File: src/sv/mahcr_pkg.sv
`default_nettype none
package mahcr_pkg;

  typedef enum logic {
    OP_PARK = 1'b0,
    OP_RAMP = 1'b1
  } op_e;

  typedef enum logic [2:0] {
    CFG_DEBOUNCE    = 3'd0,
    CFG_COOLDOWN    = 3'd1,
    CFG_CUR_STEP    = 3'd2,
    CFG_CUR_MAX     = 3'd3,
    CFG_RISE_PERIOD = 3'd4,
    CFG_FALL_PERIOD = 3'd5,
    CFG_RISE_AMOUNT = 3'd6,
    CFG_FALL_AMOUNT = 3'd7
  } cfg_idx_e;

  typedef struct packed {
    op_e        op;
    logic       park;
    logic [2:0] hall;
  } item_t;

  typedef struct packed {
    logic [7:0]  debounce_ticks;
    logic [15:0] cooldown_ticks;
    logic [14:0] current_step;
    logic [14:0] current_max;
    logic [15:0] rise_period;
    logic [15:0] fall_period;
    logic [14:0] rise_amount;
    logic [14:0] fall_amount;
  } cfg_t;

  localparam int unsigned CfgAddrW = 3;
  localparam int unsigned CfgDataW = 16;

  localparam cfg_t CfgReset = '{
    debounce_ticks: 8'd25,
    cooldown_ticks: 16'd24000,
    current_step:   15'd1024,
    current_max:    15'd16384,
    rise_period:    16'd1,
    fall_period:    16'd1,
    rise_amount:    15'd10,
    fall_amount:    15'd10
  };

  localparam logic [14:0] LimitMax   = 15'h7FFF;
  localparam logic [15:0] DivCntMax  = 16'hFFFF;
  localparam logic [4:0]  StepOffset = 5'd4;
  localparam logic [3:0]  RevTrigger = 4'd3;
  localparam logic [3:0]  RevCap     = 4'd10;

  function automatic logic [2:0] fwd_next(input logic [2:0] h);
    logic [2:0] r;
    case (h)
      3'd1:    r = 3'd3;
      3'd2:    r = 3'd6;
      3'd3:    r = 3'd2;
      3'd4:    r = 3'd5;
      3'd5:    r = 3'd1;
      3'd6:    r = 3'd4;
      default: r = 3'd0;
    endcase
    return r;
  endfunction

  function automatic logic [2:0] rev_next(input logic [2:0] h);
    logic [2:0] r;
    case (h)
      3'd1:    r = 3'd5;
      3'd2:    r = 3'd3;
      3'd3:    r = 3'd1;
      3'd4:    r = 3'd6;
      3'd5:    r = 3'd4;
      3'd6:    r = 3'd2;
      default: r = 3'd0;
    endcase
    return r;
  endfunction

endpackage
`default_nettype wire

File: src/sv/mahcr_front.sv
`default_nettype none
module mahcr_front (
  input  wire                 clk_i,
  input  wire                 rst_ni,
  input  wire                 in_valid_i,
  output logic                in_stall_o,
  input  wire                 action_i,
  input  wire                 park_input_i,
  input  wire  [2:0]          hall_state_i,
  output logic                q_valid_o,
  output mahcr_pkg::item_t    q_item_o,
  input  wire                 q_pop_i
);

  localparam int unsigned QDepth = 2;
  localparam int unsigned PtrW   = $clog2(QDepth);
  localparam int unsigned CntW   = $clog2(QDepth + 1);

  mahcr_pkg::item_t    mem_q [QDepth];
  mahcr_pkg::item_t    item;
  logic [PtrW-1:0]     wr_ptr_q, wr_ptr_d, rd_ptr_q, rd_ptr_d;
  logic [CntW-1:0]     cnt_q, cnt_d;
  logic                push, pop;

  always_comb begin
    item.op   = action_i ? mahcr_pkg::OP_RAMP : mahcr_pkg::OP_PARK;
    item.park = park_input_i;
    item.hall = hall_state_i;
  end

  assign in_stall_o = (cnt_q == CntW'(QDepth));
  assign q_valid_o  = (cnt_q != '0);
  assign q_item_o   = mem_q[rd_ptr_q];
  assign push       = in_valid_i && !in_stall_o;
  assign pop        = q_pop_i && q_valid_o;

  always_comb begin
    wr_ptr_d = wr_ptr_q;
    rd_ptr_d = rd_ptr_q;
    if (push) begin
      wr_ptr_d = (wr_ptr_q == PtrW'(QDepth - 1)) ? '0 : wr_ptr_q + 1'b1;
    end
    if (pop) begin
      rd_ptr_d = (rd_ptr_q == PtrW'(QDepth - 1)) ? '0 : rd_ptr_q + 1'b1;
    end
    cnt_d = cnt_q + CntW'(push) - CntW'(pop);
  end

  always_ff @(posedge clk_i or negedge rst_ni) begin
    if (!rst_ni) begin
      wr_ptr_q <= '0;
      rd_ptr_q <= '0;
      cnt_q    <= '0;
    end else begin
      wr_ptr_q <= wr_ptr_d;
      rd_ptr_q <= rd_ptr_d;
      cnt_q    <= cnt_d;
    end
  end

  always_ff @(posedge clk_i) begin
    if (push) begin
      mem_q[wr_ptr_q] <= item;
    end
  end

  a_cnt_bound: assert property (@(posedge clk_i) disable iff (!rst_ni)
    cnt_q <= CntW'(QDepth))
    else $error("queue count overflow");

endmodule
`default_nettype wire

File: src/sv/mahcr_back.sv
`default_nettype none
module mahcr_back #(
  parameter int unsigned MAX_STEPS = 25
) (
  input  wire                 clk_i,
  input  wire                 rst_ni,
  input  mahcr_pkg::cfg_t     cfg_i,
  input  wire                 q_valid_i,
  input  mahcr_pkg::item_t    q_item_i,
  output logic                q_pop_o,
  output logic                out_valid_o,
  input  wire                 out_stall_i,
  output logic [14:0]         current_limit_o,
  output logic                hold_active_o,
  output logic [4:0]          step_count_o,
  output logic                move_dir_o,
  output logic                cooling_down_o,
  output logic [3:0]          reversal_count_o
);

  localparam logic [4:0] MaxSteps = 5'(MAX_STEPS);

  logic        out_valid_q, out_valid_d;
  logic        hold_q, hold_d;
  logic [7:0]  on_deb_q, on_deb_d, off_deb_q, off_deb_d;
  logic [2:0]  origin_q, origin_d;
  logic [4:0]  steps_q, steps_d;
  logic        dir_q, dir_d;
  // last history entry written at the current step index
  logic [2:0]  prev_q, prev_d;
  logic [3:0]  rev_q, rev_d;
  logic        last_dir_q, last_dir_d;
  logic        cool_q, cool_d;
  logic [15:0] cool_cnt_q, cool_cnt_d;
  logic [14:0] limit_q, limit_d;
  logic [15:0] rise_cnt_q, rise_cnt_d, fall_cnt_q, fall_cnt_d;

  logic        fire, engage;
  logic [2:0]  ahead, back;
  logic [4:0]  step_new;
  logic [19:0] prod;
  logic [14:0] target;
  logic [15:0] rise_sum;

  assign fire    = q_valid_i && (!out_valid_q || !out_stall_i);
  assign q_pop_o = fire;

  assign prod     = {15'd0, steps_q - mahcr_pkg::StepOffset} * {5'd0, cfg_i.current_step};
  assign rise_sum = {1'b0, limit_q} + {1'b0, cfg_i.rise_amount};
  assign ahead    = dir_q ? mahcr_pkg::fwd_next(prev_q) : mahcr_pkg::rev_next(prev_q);
  assign back     = dir_q ? mahcr_pkg::rev_next(prev_q) : mahcr_pkg::fwd_next(prev_q);

  always_comb begin
    out_valid_d = fire ? 1'b1 : (out_stall_i && out_valid_q);
    hold_d      = hold_q;
    on_deb_d    = on_deb_q;
    off_deb_d   = off_deb_q;
    origin_d    = origin_q;
    steps_d     = steps_q;
    dir_d       = dir_q;
    prev_d      = prev_q;
    rev_d       = rev_q;
    last_dir_d  = last_dir_q;
    cool_d      = cool_q;
    cool_cnt_d  = cool_cnt_q;
    limit_d     = limit_q;
    rise_cnt_d  = rise_cnt_q;
    fall_cnt_d  = fall_cnt_q;
    engage      = 1'b0;
    step_new    = steps_q;
    target      = '0;

    if (fire) begin
      unique case (q_item_i.op)
        mahcr_pkg::OP_PARK: begin
          if (!q_item_i.park) begin
            if (hold_q) begin
              off_deb_d = '0;
            end else if (on_deb_q >= cfg_i.debounce_ticks) begin
              engage     = 1'b1;
              origin_d   = q_item_i.hall;
              steps_d    = '0;
              dir_d      = 1'b0;
              rev_d      = '0;
              last_dir_d = 1'b0;
              hold_d     = 1'b1;
            end else begin
              on_deb_d = on_deb_q + 8'd1;
            end
          end else begin
            if (hold_q) begin
              if (off_deb_q >= cfg_i.debounce_ticks) begin
                hold_d = 1'b0;
              end else begin
                off_deb_d = off_deb_q + 8'd1;
              end
            end else begin
              on_deb_d = '0;
            end
          end

          // tracking only when hold was already on (an engage leaves hall at origin)
          if (hold_d && !engage) begin
            if (steps_q == '0) begin
              if (q_item_i.hall != origin_q) begin
                steps_d = 5'd1;
                prev_d  = q_item_i.hall;
                if (q_item_i.hall == mahcr_pkg::fwd_next(origin_q)) begin
                  dir_d = 1'b1;
                end else if (q_item_i.hall == mahcr_pkg::rev_next(origin_q)) begin
                  dir_d = 1'b0;
                end
              end
            end else if (q_item_i.hall != prev_q) begin
              if (q_item_i.hall == ahead) begin
                step_new = steps_q + 5'd1;
              end else if (q_item_i.hall == back) begin
                step_new = steps_q - 5'd1;
              end
              if (step_new > MaxSteps) begin
                steps_d = MaxSteps;
              end else begin
                steps_d = step_new;
                prev_d  = q_item_i.hall;
              end
            end
          end

          if (hold_d) begin
            if (!cool_q) begin
              if (rev_d > mahcr_pkg::RevTrigger) begin
                cool_cnt_d = '0;
                cool_d     = 1'b1;
              end
            end else if (cool_cnt_q >= cfg_i.cooldown_ticks) begin
              cool_d     = 1'b0;
              steps_d    = '0;
              last_dir_d = 1'b0;
              rev_d      = '0;
            end else begin
              cool_cnt_d = cool_cnt_q + 16'd1;
            end
          end
        end

        mahcr_pkg::OP_RAMP: begin
          if (steps_q >= mahcr_pkg::StepOffset) begin
            if (rev_q == '0) begin
              last_dir_d = dir_q;
              rev_d      = 4'd1;
            end else if (dir_q != last_dir_q) begin
              if (rev_q <= mahcr_pkg::RevCap) begin
                rev_d = rev_q + 4'd1;
              end
              last_dir_d = dir_q;
            end
            target = (prod > {5'd0, cfg_i.current_max}) ? cfg_i.current_max : prod[14:0];
          end

          if (target > limit_q) begin
            if (rise_cnt_q > cfg_i.rise_period) begin
              rise_cnt_d = '0;
              limit_d    = rise_sum[15] ? mahcr_pkg::LimitMax : rise_sum[14:0];
            end else if (rise_cnt_q != mahcr_pkg::DivCntMax) begin
              rise_cnt_d = rise_cnt_q + 16'd1;
            end
          end else if (target < limit_q) begin
            if (fall_cnt_q > cfg_i.fall_period) begin
              fall_cnt_d = '0;
              limit_d    = (cfg_i.fall_amount >= limit_q) ? '0 : limit_q - cfg_i.fall_amount;
            end else if (fall_cnt_q != mahcr_pkg::DivCntMax) begin
              fall_cnt_d = fall_cnt_q + 16'd1;
            end
          end
        end

        default: ;
      endcase
    end
  end

  always_ff @(posedge clk_i or negedge rst_ni) begin
    if (!rst_ni) begin
      out_valid_q <= 1'b0;
      hold_q      <= 1'b0;
      on_deb_q    <= '0;
      off_deb_q   <= '0;
      origin_q    <= '0;
      steps_q     <= '0;
      dir_q       <= 1'b0;
      prev_q      <= '0;
      rev_q       <= '0;
      last_dir_q  <= 1'b0;
      cool_q      <= 1'b0;
      cool_cnt_q  <= '0;
      limit_q     <= '0;
      rise_cnt_q  <= '0;
      fall_cnt_q  <= '0;
    end else begin
      out_valid_q <= out_valid_d;
      hold_q      <= hold_d;
      on_deb_q    <= on_deb_d;
      off_deb_q   <= off_deb_d;
      origin_q    <= origin_d;
      steps_q     <= steps_d;
      dir_q       <= dir_d;
      prev_q      <= prev_d;
      rev_q       <= rev_d;
      last_dir_q  <= last_dir_d;
      cool_q      <= cool_d;
      cool_cnt_q  <= cool_cnt_d;
      limit_q     <= limit_d;
      rise_cnt_q  <= rise_cnt_d;
      fall_cnt_q  <= fall_cnt_d;
    end
  end

  // state registers double as the output word; they only move when the slot is free
  assign out_valid_o      = out_valid_q;
  assign current_limit_o  = limit_q;
  assign hold_active_o    = hold_q;
  assign step_count_o     = steps_q;
  assign move_dir_o       = dir_q;
  assign cooling_down_o   = cool_q;
  assign reversal_count_o = rev_q;

  a_steps_clamp: assert property (@(posedge clk_i) disable iff (!rst_ni)
    steps_q <= MaxSteps)
    else $error("step count above clamp");

  a_rev_bound: assert property (@(posedge clk_i) disable iff (!rst_ni)
    rev_q <= (mahcr_pkg::RevCap + 4'd1))
    else $error("reversal count above cap");

  a_hold_word: assert property (@(posedge clk_i) disable iff (!rst_ni)
    !fire |=> $stable(limit_q) && $stable(steps_q) && $stable(hold_q))
    else $error("state moved without a word");

  a_cool_start: assert property (@(posedge clk_i) disable iff (!rst_ni)
    $rose(cool_q) |-> $past(fire) && $past(q_item_i.op == mahcr_pkg::OP_PARK))
    else $error("cooldown started outside a park tick");

endmodule
`default_nettype wire

File: src/sv/motor_auto_hold_current_ramp.sv
// A word accepted into the two-entry queue is executed by the back end once the output
// slot is free; the state registers it updates form the output word, held until taken.
// Throughput: one word per cycle unless the output stalls; each word is one park or
// ramp tick. A stalled output holds the back end, the queue fills, then input stalls.
// Reset (async, active low) clears all hold, tracking, cooldown and ramp
// state and loads the configuration registers with their defaults.
`default_nettype none
module motor_auto_hold_current_ramp #(
  parameter int unsigned MAX_STEPS = 25
) (
  input  wire                              clk_i,
  input  wire                              rst_ni,
  input  wire                              cfg_we_i,
  input  wire  [mahcr_pkg::CfgAddrW-1:0]   cfg_idx_i,
  input  wire  [mahcr_pkg::CfgDataW-1:0]   cfg_wdata_i,
  input  wire                              in_valid_i,
  output logic                             in_stall_o,
  input  wire                              action_i,
  input  wire                              park_input_i,
  input  wire  [2:0]                       hall_state_i,
  output logic                             out_valid_o,
  input  wire                              out_stall_i,
  output logic [14:0]                      current_limit_o,
  output logic                             hold_active_o,
  output logic [4:0]                       step_count_o,
  output logic                             move_dir_o,
  output logic                             cooling_down_o,
  output logic [3:0]                       reversal_count_o
);

  mahcr_pkg::cfg_t  cfg_q, cfg_d;
  mahcr_pkg::item_t q_item;
  logic             q_valid, q_pop;

  always_comb begin
    cfg_d = cfg_q;
    if (cfg_we_i) begin
      unique case (mahcr_pkg::cfg_idx_e'(cfg_idx_i))
        mahcr_pkg::CFG_DEBOUNCE:    cfg_d.debounce_ticks = cfg_wdata_i[7:0];
        mahcr_pkg::CFG_COOLDOWN:    cfg_d.cooldown_ticks = cfg_wdata_i;
        mahcr_pkg::CFG_CUR_STEP:    cfg_d.current_step   = cfg_wdata_i[14:0];
        mahcr_pkg::CFG_CUR_MAX:     cfg_d.current_max    = cfg_wdata_i[14:0];
        mahcr_pkg::CFG_RISE_PERIOD: cfg_d.rise_period    = cfg_wdata_i;
        mahcr_pkg::CFG_FALL_PERIOD: cfg_d.fall_period    = cfg_wdata_i;
        mahcr_pkg::CFG_RISE_AMOUNT: cfg_d.rise_amount    = cfg_wdata_i[14:0];
        mahcr_pkg::CFG_FALL_AMOUNT: cfg_d.fall_amount    = cfg_wdata_i[14:0];
        default: ;
      endcase
    end
  end

  always_ff @(posedge clk_i or negedge rst_ni) begin
    if (!rst_ni) begin
      cfg_q <= mahcr_pkg::CfgReset;
    end else begin
      cfg_q <= cfg_d;
    end
  end

  mahcr_front u_front (
    .clk_i        (clk_i),
    .rst_ni       (rst_ni),
    .in_valid_i   (in_valid_i),
    .in_stall_o   (in_stall_o),
    .action_i     (action_i),
    .park_input_i (park_input_i),
    .hall_state_i (hall_state_i),
    .q_valid_o    (q_valid),
    .q_item_o     (q_item),
    .q_pop_i      (q_pop)
  );

  mahcr_back #(
    .MAX_STEPS (MAX_STEPS)
  ) u_back (
    .clk_i            (clk_i),
    .rst_ni           (rst_ni),
    .cfg_i            (cfg_q),
    .q_valid_i        (q_valid),
    .q_item_i         (q_item),
    .q_pop_o          (q_pop),
    .out_valid_o      (out_valid_o),
    .out_stall_i      (out_stall_i),
    .current_limit_o  (current_limit_o),
    .hold_active_o    (hold_active_o),
    .step_count_o     (step_count_o),
    .move_dir_o       (move_dir_o),
    .cooling_down_o   (cooling_down_o),
    .reversal_count_o (reversal_count_o)
  );

endmodule
`default_nettype wire

File: config.mk
export PLATFORM = sky130hd
export DESIGN_NAME = motor_auto_hold_current_ramp
export DESIGN_NICKNAME = d
export VERILOG_FILES = /design/src/sv/mahcr_pkg.sv /design/src/sv/mahcr_front.sv /design/src/sv/mahcr_back.sv /design/src/sv/motor_auto_hold_current_ramp.sv
export SDC_FILE = /design/constraint.sdc
export NUM_CORES = 1
export LEC_CHECK = 0
export BUFFER_PORTS_ARGS = -buffer_cell sky130_fd_sc_hd__buf_4
export CAP_MARGIN = 20
export CORE_MARGIN = 3
export CORE_UTILIZATION = 45
export CTS_CLUSTER_DIAMETER = 50
export DETAILED_ROUTE_END_ITERATION = 6
export SLEW_MARGIN = 30
export SYNTH_ARGS = -nofsm -noshare
export SYNTH_HDL_FRONTEND = slang
export SYNTH_SLANG_ARGS = --single-unit
File: constraint.sdc
create_clock -name clk_i -period 21.9 [get_ports clk_i]
set_input_delay 2.19 -clock clk_i [delete_from_list [all_inputs] [get_ports clk_i]]
set_output_delay 2.19 -clock clk_i [all_outputs]
set_load 0.02 [all_outputs]
Word-level counts from Yosys, hierarchy flattened
Memories as Yosys holds them, arrays and structs flattened.
Index checks and enable logic that the tools add are counted.
{"block": "totals", "latchBits": 0, "input_bits": 29, "mem_bits_ro": 0, "word_cells": 253, "memories": 1, "mem_bits_rw": 10, "register_bits": 219}
{"block": "op_classes", "n_shift": 0, "reduce_logical": 40, "mux": 115, "n_eq_ne": 38, "magnitude_cmp": 13, "multipliers": 1, "n_bitwise": 4, "n_addsub": 15, "n_div": 0}
{"memory": "u_front.mem_q", "words": 2, "word_bits": 5, "rd": 1, "rd_ports_with_merged_regs": 0, "wr": 1, "line_no": "mahcr_front.sv:19", "source": "mahcr_pkg::item_t mem_q [QDepth];"}
{"cell": "$mux 15", "count": 10}
{"cell": "$mux 16", "count": 7}
{"cell": "$mux 5", "count": 18}
{"cell": "$pmux 3 s6", "count": 4}
{"cell": "$mux 8", "count": 8}
{"cell": "$mux 3", "count": 17}
{"cell": "$add 16x1->16 const B", "count": 3}
{"cell": "$mux 4", "count": 12}
{"cell": "$mux 1", "count": 37}
{"cell": "$gt 16x16->1", "count": 2}
{"cell": "$ne 16x16->1 const B", "count": 2}
{"cell": "$eq 3x3->1 const B", "count": 10}
{"cell": "$gt 20x15->1", "count": 1}
{"cell": "$mul 5x15->20", "count": 1}
{"cell": "$reduce_and 5->1", "count": 4}
{"cell": "$eq 3x2->1 const B", "count": 6}
{"cell": "$reduce_and 2->1", "count": 9}
{"cell": "$add 15x15->16", "count": 1}
{"cell": "$add 8x1->8 const B", "count": 2}
{"cell": "$ge 16x16->1", "count": 1}
{"cell": "$ge 8x8->1", "count": 2}
{"cell": "$reduce_and 4->1", "count": 4}
{"cell": "$ge 15x15->1", "count": 1}
{"cell": "$gt 15x15->1", "count": 1}
{"cell": "33 further kinds", "count": 63}

Longest topological paths before layout
{"block": "logic_depth", "ltp_word": 24, "mapped_depth": 38, "mapped_depth_nobuf": 35}

Hierarchy
A second synthesis with hierarchy kept.
{"block": "hier_totals", "cells_unflattened": 1815, "hier_area_um2": 17553.1}
{"module": "mahcr_back", "area_per_inst_um2": 12366.9, "cells_per_inst": 1527, "seq_area_each_um2": 2477.4, "instances": 1}
{"module": "motor_auto_hold_current_ramp", "area_per_inst_um2": 4619.4, "cells_per_inst": 254, "seq_area_each_um2": 2925.3, "instances": 1}
{"module": "mahcr_front", "area_per_inst_um2": 566.8, "cells_per_inst": 34, "seq_area_each_um2": 400.4, "instances": 1}

Worst setup path after synthesis
Ideal clock, no wire load.
{"block": "synth_timing", "path_type": "register to register", "start": "register u_back.steps_q[2] (netlist: u_back.step_count_o[2])", "end": "register u_back.limit_q[11] (netlist: u_back.current_limit_o[11])", "arrival_time_ns": 9.134, "setup_time_ns": 0.126, "path_buffers": 3, "t_required_ns": 21.774, "slack_ns": 12.640, "stages_incl_launch_ff": 37, "cell_sequence": "dfrtp_1 clkinv_1 ha_1 xor2_1 clkbuf_1 nand2_1 fa_1 fa_1 fa_1 inv_1 ha_1 nor2b_1 o21ai_0 a21boi_1 o211ai_1 nand2_1 a211oi_1 nor3_1 ha_1 nand3_1 nor2_1 nand2_1 or3_1 a311oi_1 o2111ai_1 clkbuf_1 mux2i_1 ha_1 nand3_1 o21bai_1 a2111oi_0 o21ai_1 or2_1 nor2_1 nor2_1 clkbuf_1 a221o_1"}
{"block": "synth_via", "elab_chain_len": 10}
{"element": "start: declaration", "line_no": "mahcr_back.sv:27", "source": "logic [4:0] steps_q, steps_d;"}
{"element": "start signal: assignment", "line_no": "mahcr_back.sv:205", "source": "steps_q <= steps_d;"}
{"element": "$sub 5x3->5", "line_no": "mahcr_back.sv:48", "source": "assign prod = {15'd0, steps_q - mahcr_pkg::StepOffset} * {5'd0, cfg_i.current_step};"}
{"element": "$mul 5x15->20", "line_no": "mahcr_back.sv:48"}
{"element": "$gt 20x15->1", "line_no": "mahcr_back.sv:157", "source": "target = (prod > {5'd0, cfg_i.current_max}) ? cfg_i.current_max : prod[14:0];"}
{"element": "$mux 15", "line_no": "mahcr_back.sv:157"}
{"element": "$mux 15 *", "line_no": "mahcr_back.sv:147", "source": "if (steps_q >= mahcr_pkg::StepOffset) begin"}
{"element": "$mux 15 *", "line_no": "mahcr_back.sv:74", "source": "unique case (q_item_i.op)"}
{"element": "$mux 15 *", "line_no": "mahcr_back.sv:73", "source": "if (fire) begin"}
{"element": "$gt 15x15->1 / $lt 15x15->1 (equally long branches)", "line_no": "mahcr_back.sv:160, mahcr_back.sv:167"}
{"element": "$ne 2x2->1 (no source line) / $reduce_bool 2->1 (equally long branches)"}
{"element": "$reduce_and 5->1 (no source line)"}
{"element": "end signal: assignment", "line_no": "mahcr_back.sv:212", "source": "limit_q <= limit_d;"}
{"element": "end: declaration", "line_no": "mahcr_back.sv:35", "source": "logic [14:0] limit_q, limit_d;"}
Every way passes the cells marked *; elsewhere a longest branch is shown, timed or not. The select of a mux whose other input is x is not followed.
A chain may end at the register's enable or synchronous reset.

Final worst setup path
{"block": "layout_timing", "start": "register u_back.steps_q[2] (netlist: u_back.step_count_o[2])", "end": "register u_back.limit_q[14] (netlist: u_back.current_limit_o[14])"}
Same word-level chain as after synthesis.

==> flow_summary_export.csv <==
group,metric,value,unit
routing,vias_post_dr,13600,
setup_path,worst-endpoint-arrival,11.08,ns
global_route,global_route_total_usage_across_every_layer,21.6,%
die,std_cell_rows,71,
yosys,synthesis.area_per_instance,9.23,um^2
setup_path,timing.critical_path.slowest_cell_delay,0.76,ns
die,floorplan.die.height,202,um
clocking,cts_bufs_inserted,36,
routing,drt_drc_violations_left,0,
setup_path,setup.worst_path.end_class,"register",
routing,drt.antenna.violating_nets,0,
clocking,clock_insertion_delay_worst_skew,0.55,ns
clocking,post_cts_resize_count,0,
sta,post-route-min-period,10.67,ns
die,io-pin-count,58,
layout,drive_above_1_share,13.2,%
yosys,number_of_unique_standard_cell_types_used_by_synthesis,84,
clocking,cts_tree,"yes",
power_and_ir_drop,pwr_density_cell,162,nW/um^2
sta,hold_violation_total_from_the_final_report,0,
global_route,globalRoute.totalOverflow,0,
global_route,antenna_violations_before_repair,3,
worst_hold_path,hold_path_depth,1,
setup_path,r2r_setup_slk,11.23,ns
routing,vias_per_cell,5.54,
die,initial_utilization,45.8,%
sta,timing.final.crit_share,48.7,%
yosys,ys_flop_type,"dfrtp_1",
setup_path,worst_path_most_repeated_cell,"ha_1",
placement,hpwlAfterDp,32000,um
worst_hold_path,min_to,"u_front.wr_ptr_q",
clocking,number_of_h_tree_branching_levels,2,
power_and_ir_drop,leakagePower,9.18,nW
sta,setup_viol,0,
global_route,global_route_wire_length_before_repair,71600,um
yosys,synth_enable_flop_cells,10,
setup_path,cp.required,22.31,ns
setup_path,startpoint_type,"register",
clocking,cts_root_buffer,"clkbuf_16",
power_and_ir_drop,worst_ir_drop_vdd,0.150,mV
layout,finalNetCount,2151,
sta,unrepaired_setup_endpoints_after_global_routing,"no",
routing,drt_wl_total,43700,um
status,result_of_the_run,"completed",
yosys,synth.net_count,2109,
setup_path,worst_r2r_endpoint,"u_back.current_limit_o[14]",
setup_path,crit_path_max_fanout,19,
placement,gp_congestion,0.854,
global_route,grt_pass1_vias,13500,
yosys,syn-instance-count,1871,
layout,ant_diodes,0,
sta,tightestPinTransition,0.988,ns
layout,final_area,19500,um^2
yosys,post_synth_instance_area,17300,um^2
routing,drtIter0Drc,717,
yosys,synth_seq_cells,229,
yosys,synthesis.yosys.warnings,0,
die,dieArea,40800,um^2
sta,finClkSkew,0.0203,ns
setup_path,worst-r2r-cell-count,33,
global_route,maximum_number_of_pins_on_one_net_before_global_route_repair,78,
layout,area_growth_syn_to_fin,12.9,%
placement,dpl-instance-area,18200,um^2
clocking,clk_pin_slew_worst_paths,0.06,ns
routing,post_drt_wl_per_cell,17.8,um
sta,setup-tns-final,0,ns
clocking,post-cts-setup-buffers,0,
clocking,cts-root-to-sink-buffers,3,
setup_path,worst_r2r_startpoint,"u_back.step_count_o[2]",
setup_path,critPathSlowestCell,"xor2_1",
routing,detailed_routing_iteration_count_for_the_pre_antenna_repair_pass,5,
worst_hold_path,timing.hold.worst.class,"register to register",
die,fp.coreArea,37800,um^2
die,chipWidth,202,um
yosys,yosysSeqAreaShare,33.6,%
job,cap_violations,0,
clocking,cts.hold.buffers_added,0,
sta,timing.fmax,0.0937,GHz
layout,n_fill_cell,3523,
worst_hold_path,hold_path_startpoint,"u_front.wr_ptr_q",
placement,portBuffers,57,
yosys,synth-async-reset-ratio,95.6,%
sta,count_of_final_max_slew_check_failures,0,
setup_path,timing.setup.critical_path_class,"register to register",
clocking,clock-sinks,229,
sta,timing.slew.headroom,33.9,%
## area by class of cell
| class | instances | area (um^2) | share of cell area (%) |
|---|---|---|---|
| tap | 511 | 639 | 3.28 |
| multi-input combinational | 1379 | 10500 | 53.9 |
| timing repair buffer | 71 | 552 | 2.83 |
| sequential | 229 | 5800 | 29.8 |
| clock buffer | 44 | 981 | 5.03 |
| clock inverter | 22 | 277 | 1.42 |
| inverter | 196 | 736 | 3.77 |
## critical path, delay by kind of cell, from the launching register on
| kind | cells | cell delay, ns |
|---|---|---|
| compound gates | 12 | 3.41 |
| xor+xnor | 1 | 0.76 |
| fa+ha+maj | 7 | 2.78 |
| buf+inv | 2 | 0.47 |
| flops | 1 | 0.70 |
| mux | 1 | 0.37 |
| simple gates | 10 | 1.99 |
## worst max path at each step
| stage | from | end | slack [ns] | cells after the start |
|---|---|---|---|---|
| floorplan | u_back.step_count_o[2] | u_back.current_limit_o[11] | 12.64 | 36 |
| global placement | u_back.step_count_o[2] | u_back.current_limit_o[9] | 11.68 | 34 |
| detailed placement | u_back.step_count_o[2] | u_back.current_limit_o[14] | 11.23 | 33 |
| CTS | u_back.step_count_o[2] | u_back.current_limit_o[14] | 11.21 | 33 |
| global route | u_back.step_count_o[2] | u_back.current_limit_o[14] | 10.39 | 33 |
| finish | u_back.step_count_o[2] | u_back.current_limit_o[14] | 11.23 | 33 |
## sequential cells by signal, summed over array words and instances, names as in the netlist, 2 cells and up
name                     flops
u_back.prev_q                3
u_front.mem_q               10
u_back.fall_cnt_q           16
u_back.off_deb_q             8
u_back.origin_q              3
u_front.cnt_q                2
u_back.cool_cnt_q           16
u_back.rise_cnt_q           16
u_back.current_limit_o      15
cfg_q                      116
u_back.reversal_count_o      4
u_back.step_count_o          5
u_back.on_deb_q              8
## placed cells by master (no fill, tap or decap), types with 24 or more instances in the layout
cell type  instances
dfrtp_1          201
inv_1            195
nand2_1          186
ha_1             168
a21oi_1           99
o21ai_0           90
mux2_2            85
nor2_1            79
buf_4             67
and2_1            43
xnor2_1           42
nand3_1           42
fa_1              41
nand2b_1          38
nor2b_1           37
a21o_1            37
clkbuf_16         36
mux2i_1           31
nor3_1            30
xor2_1            29
nand4_1           29
and3_1            24
or3_1             24
## synthesized netlist by cell type (15+ instances only)
library cell / n / area (um^2)
a221o_1: 15 / 150
nand3_1: 43 / 215
a21oi_1: 99 / 495
xor2_1: 29 / 254
inv_1: 195 / 732
o21ai_1: 18 / 90.1
dfrtp_1: 201 / 5030
and3_1: 24 / 150
nand4_1: 29 / 181
nor3_1: 31 / 155
o21ai_0: 90 / 450
o31ai_1: 16 / 120
nor2_1: 79 / 297
dfstp_2: 18 / 473
ha_1: 168 / 2100
mux2_2: 85 / 957
and2_1: 43 / 269
fa_1: 41 / 821
nor2b_1: 37 / 231
nand2_1: 186 / 698
a21o_1: 37 / 278
mux2i_1: 32 / 320
clkbuf_1: 54 / 203
xnor2_1: 42 / 368
or3_1: 24 / 150
nand2b_1: 38 / 238
## routing by layer
metal | track usage (%) | routed length (um) | part of all wire (%)
met2 | 35.1 | 20200 | 46
met1 | 30.1 | 20700 | 47
met5 | 0 | 0 | 0
met4 | 6.20 | 916 | 2.1
met3 | 3.37 | 1930 | 4.4
## through the flow
| step | power (mW) | instances | utilization, % | worst slack (ns) | hold WS (ns) |
|---|---|---|---|---|---|
| after CTS | 3.18 | 2452 | 51.6 | 11.21 | 0.489 |
| after global placement | 2.53 | 2385 | 48.2 | 11.68 | 0.474 |
| final | 3.15 | 2452 | 51.6 | 11.23 | 0.490 |
| after floorplan | 2.10 | 1871 | - | 12.64 | 0.452 |
| after global routing | 3.46 | 2452 | 51.6 | 10.39 | 0.501 |
| after detailed placement | 2.56 | 2386 | 48.3 | 11.23 | 0.479 |
## kinds of logic after synthesis
logic type,share of synthesized area (%)
mux,7.79
flops,33.6
fa+ha+maj,16.9
xor+xnor,3.60
compound gates,14.9
buf+inv,5.83
simple gates,17.3
## report_power, final
group / internal [mW] / total (mW) / leakage (nW) / switching (mW)
registers: 0.515 / 0.616 / 2.81 / 0.101
logic: 0.816 / 1.94 / 5.76 / 1.13
clock network: 0.372 / 0.596 / 0.607 / 0.224
No activity file was read; power rests on OpenSTA's default activity.
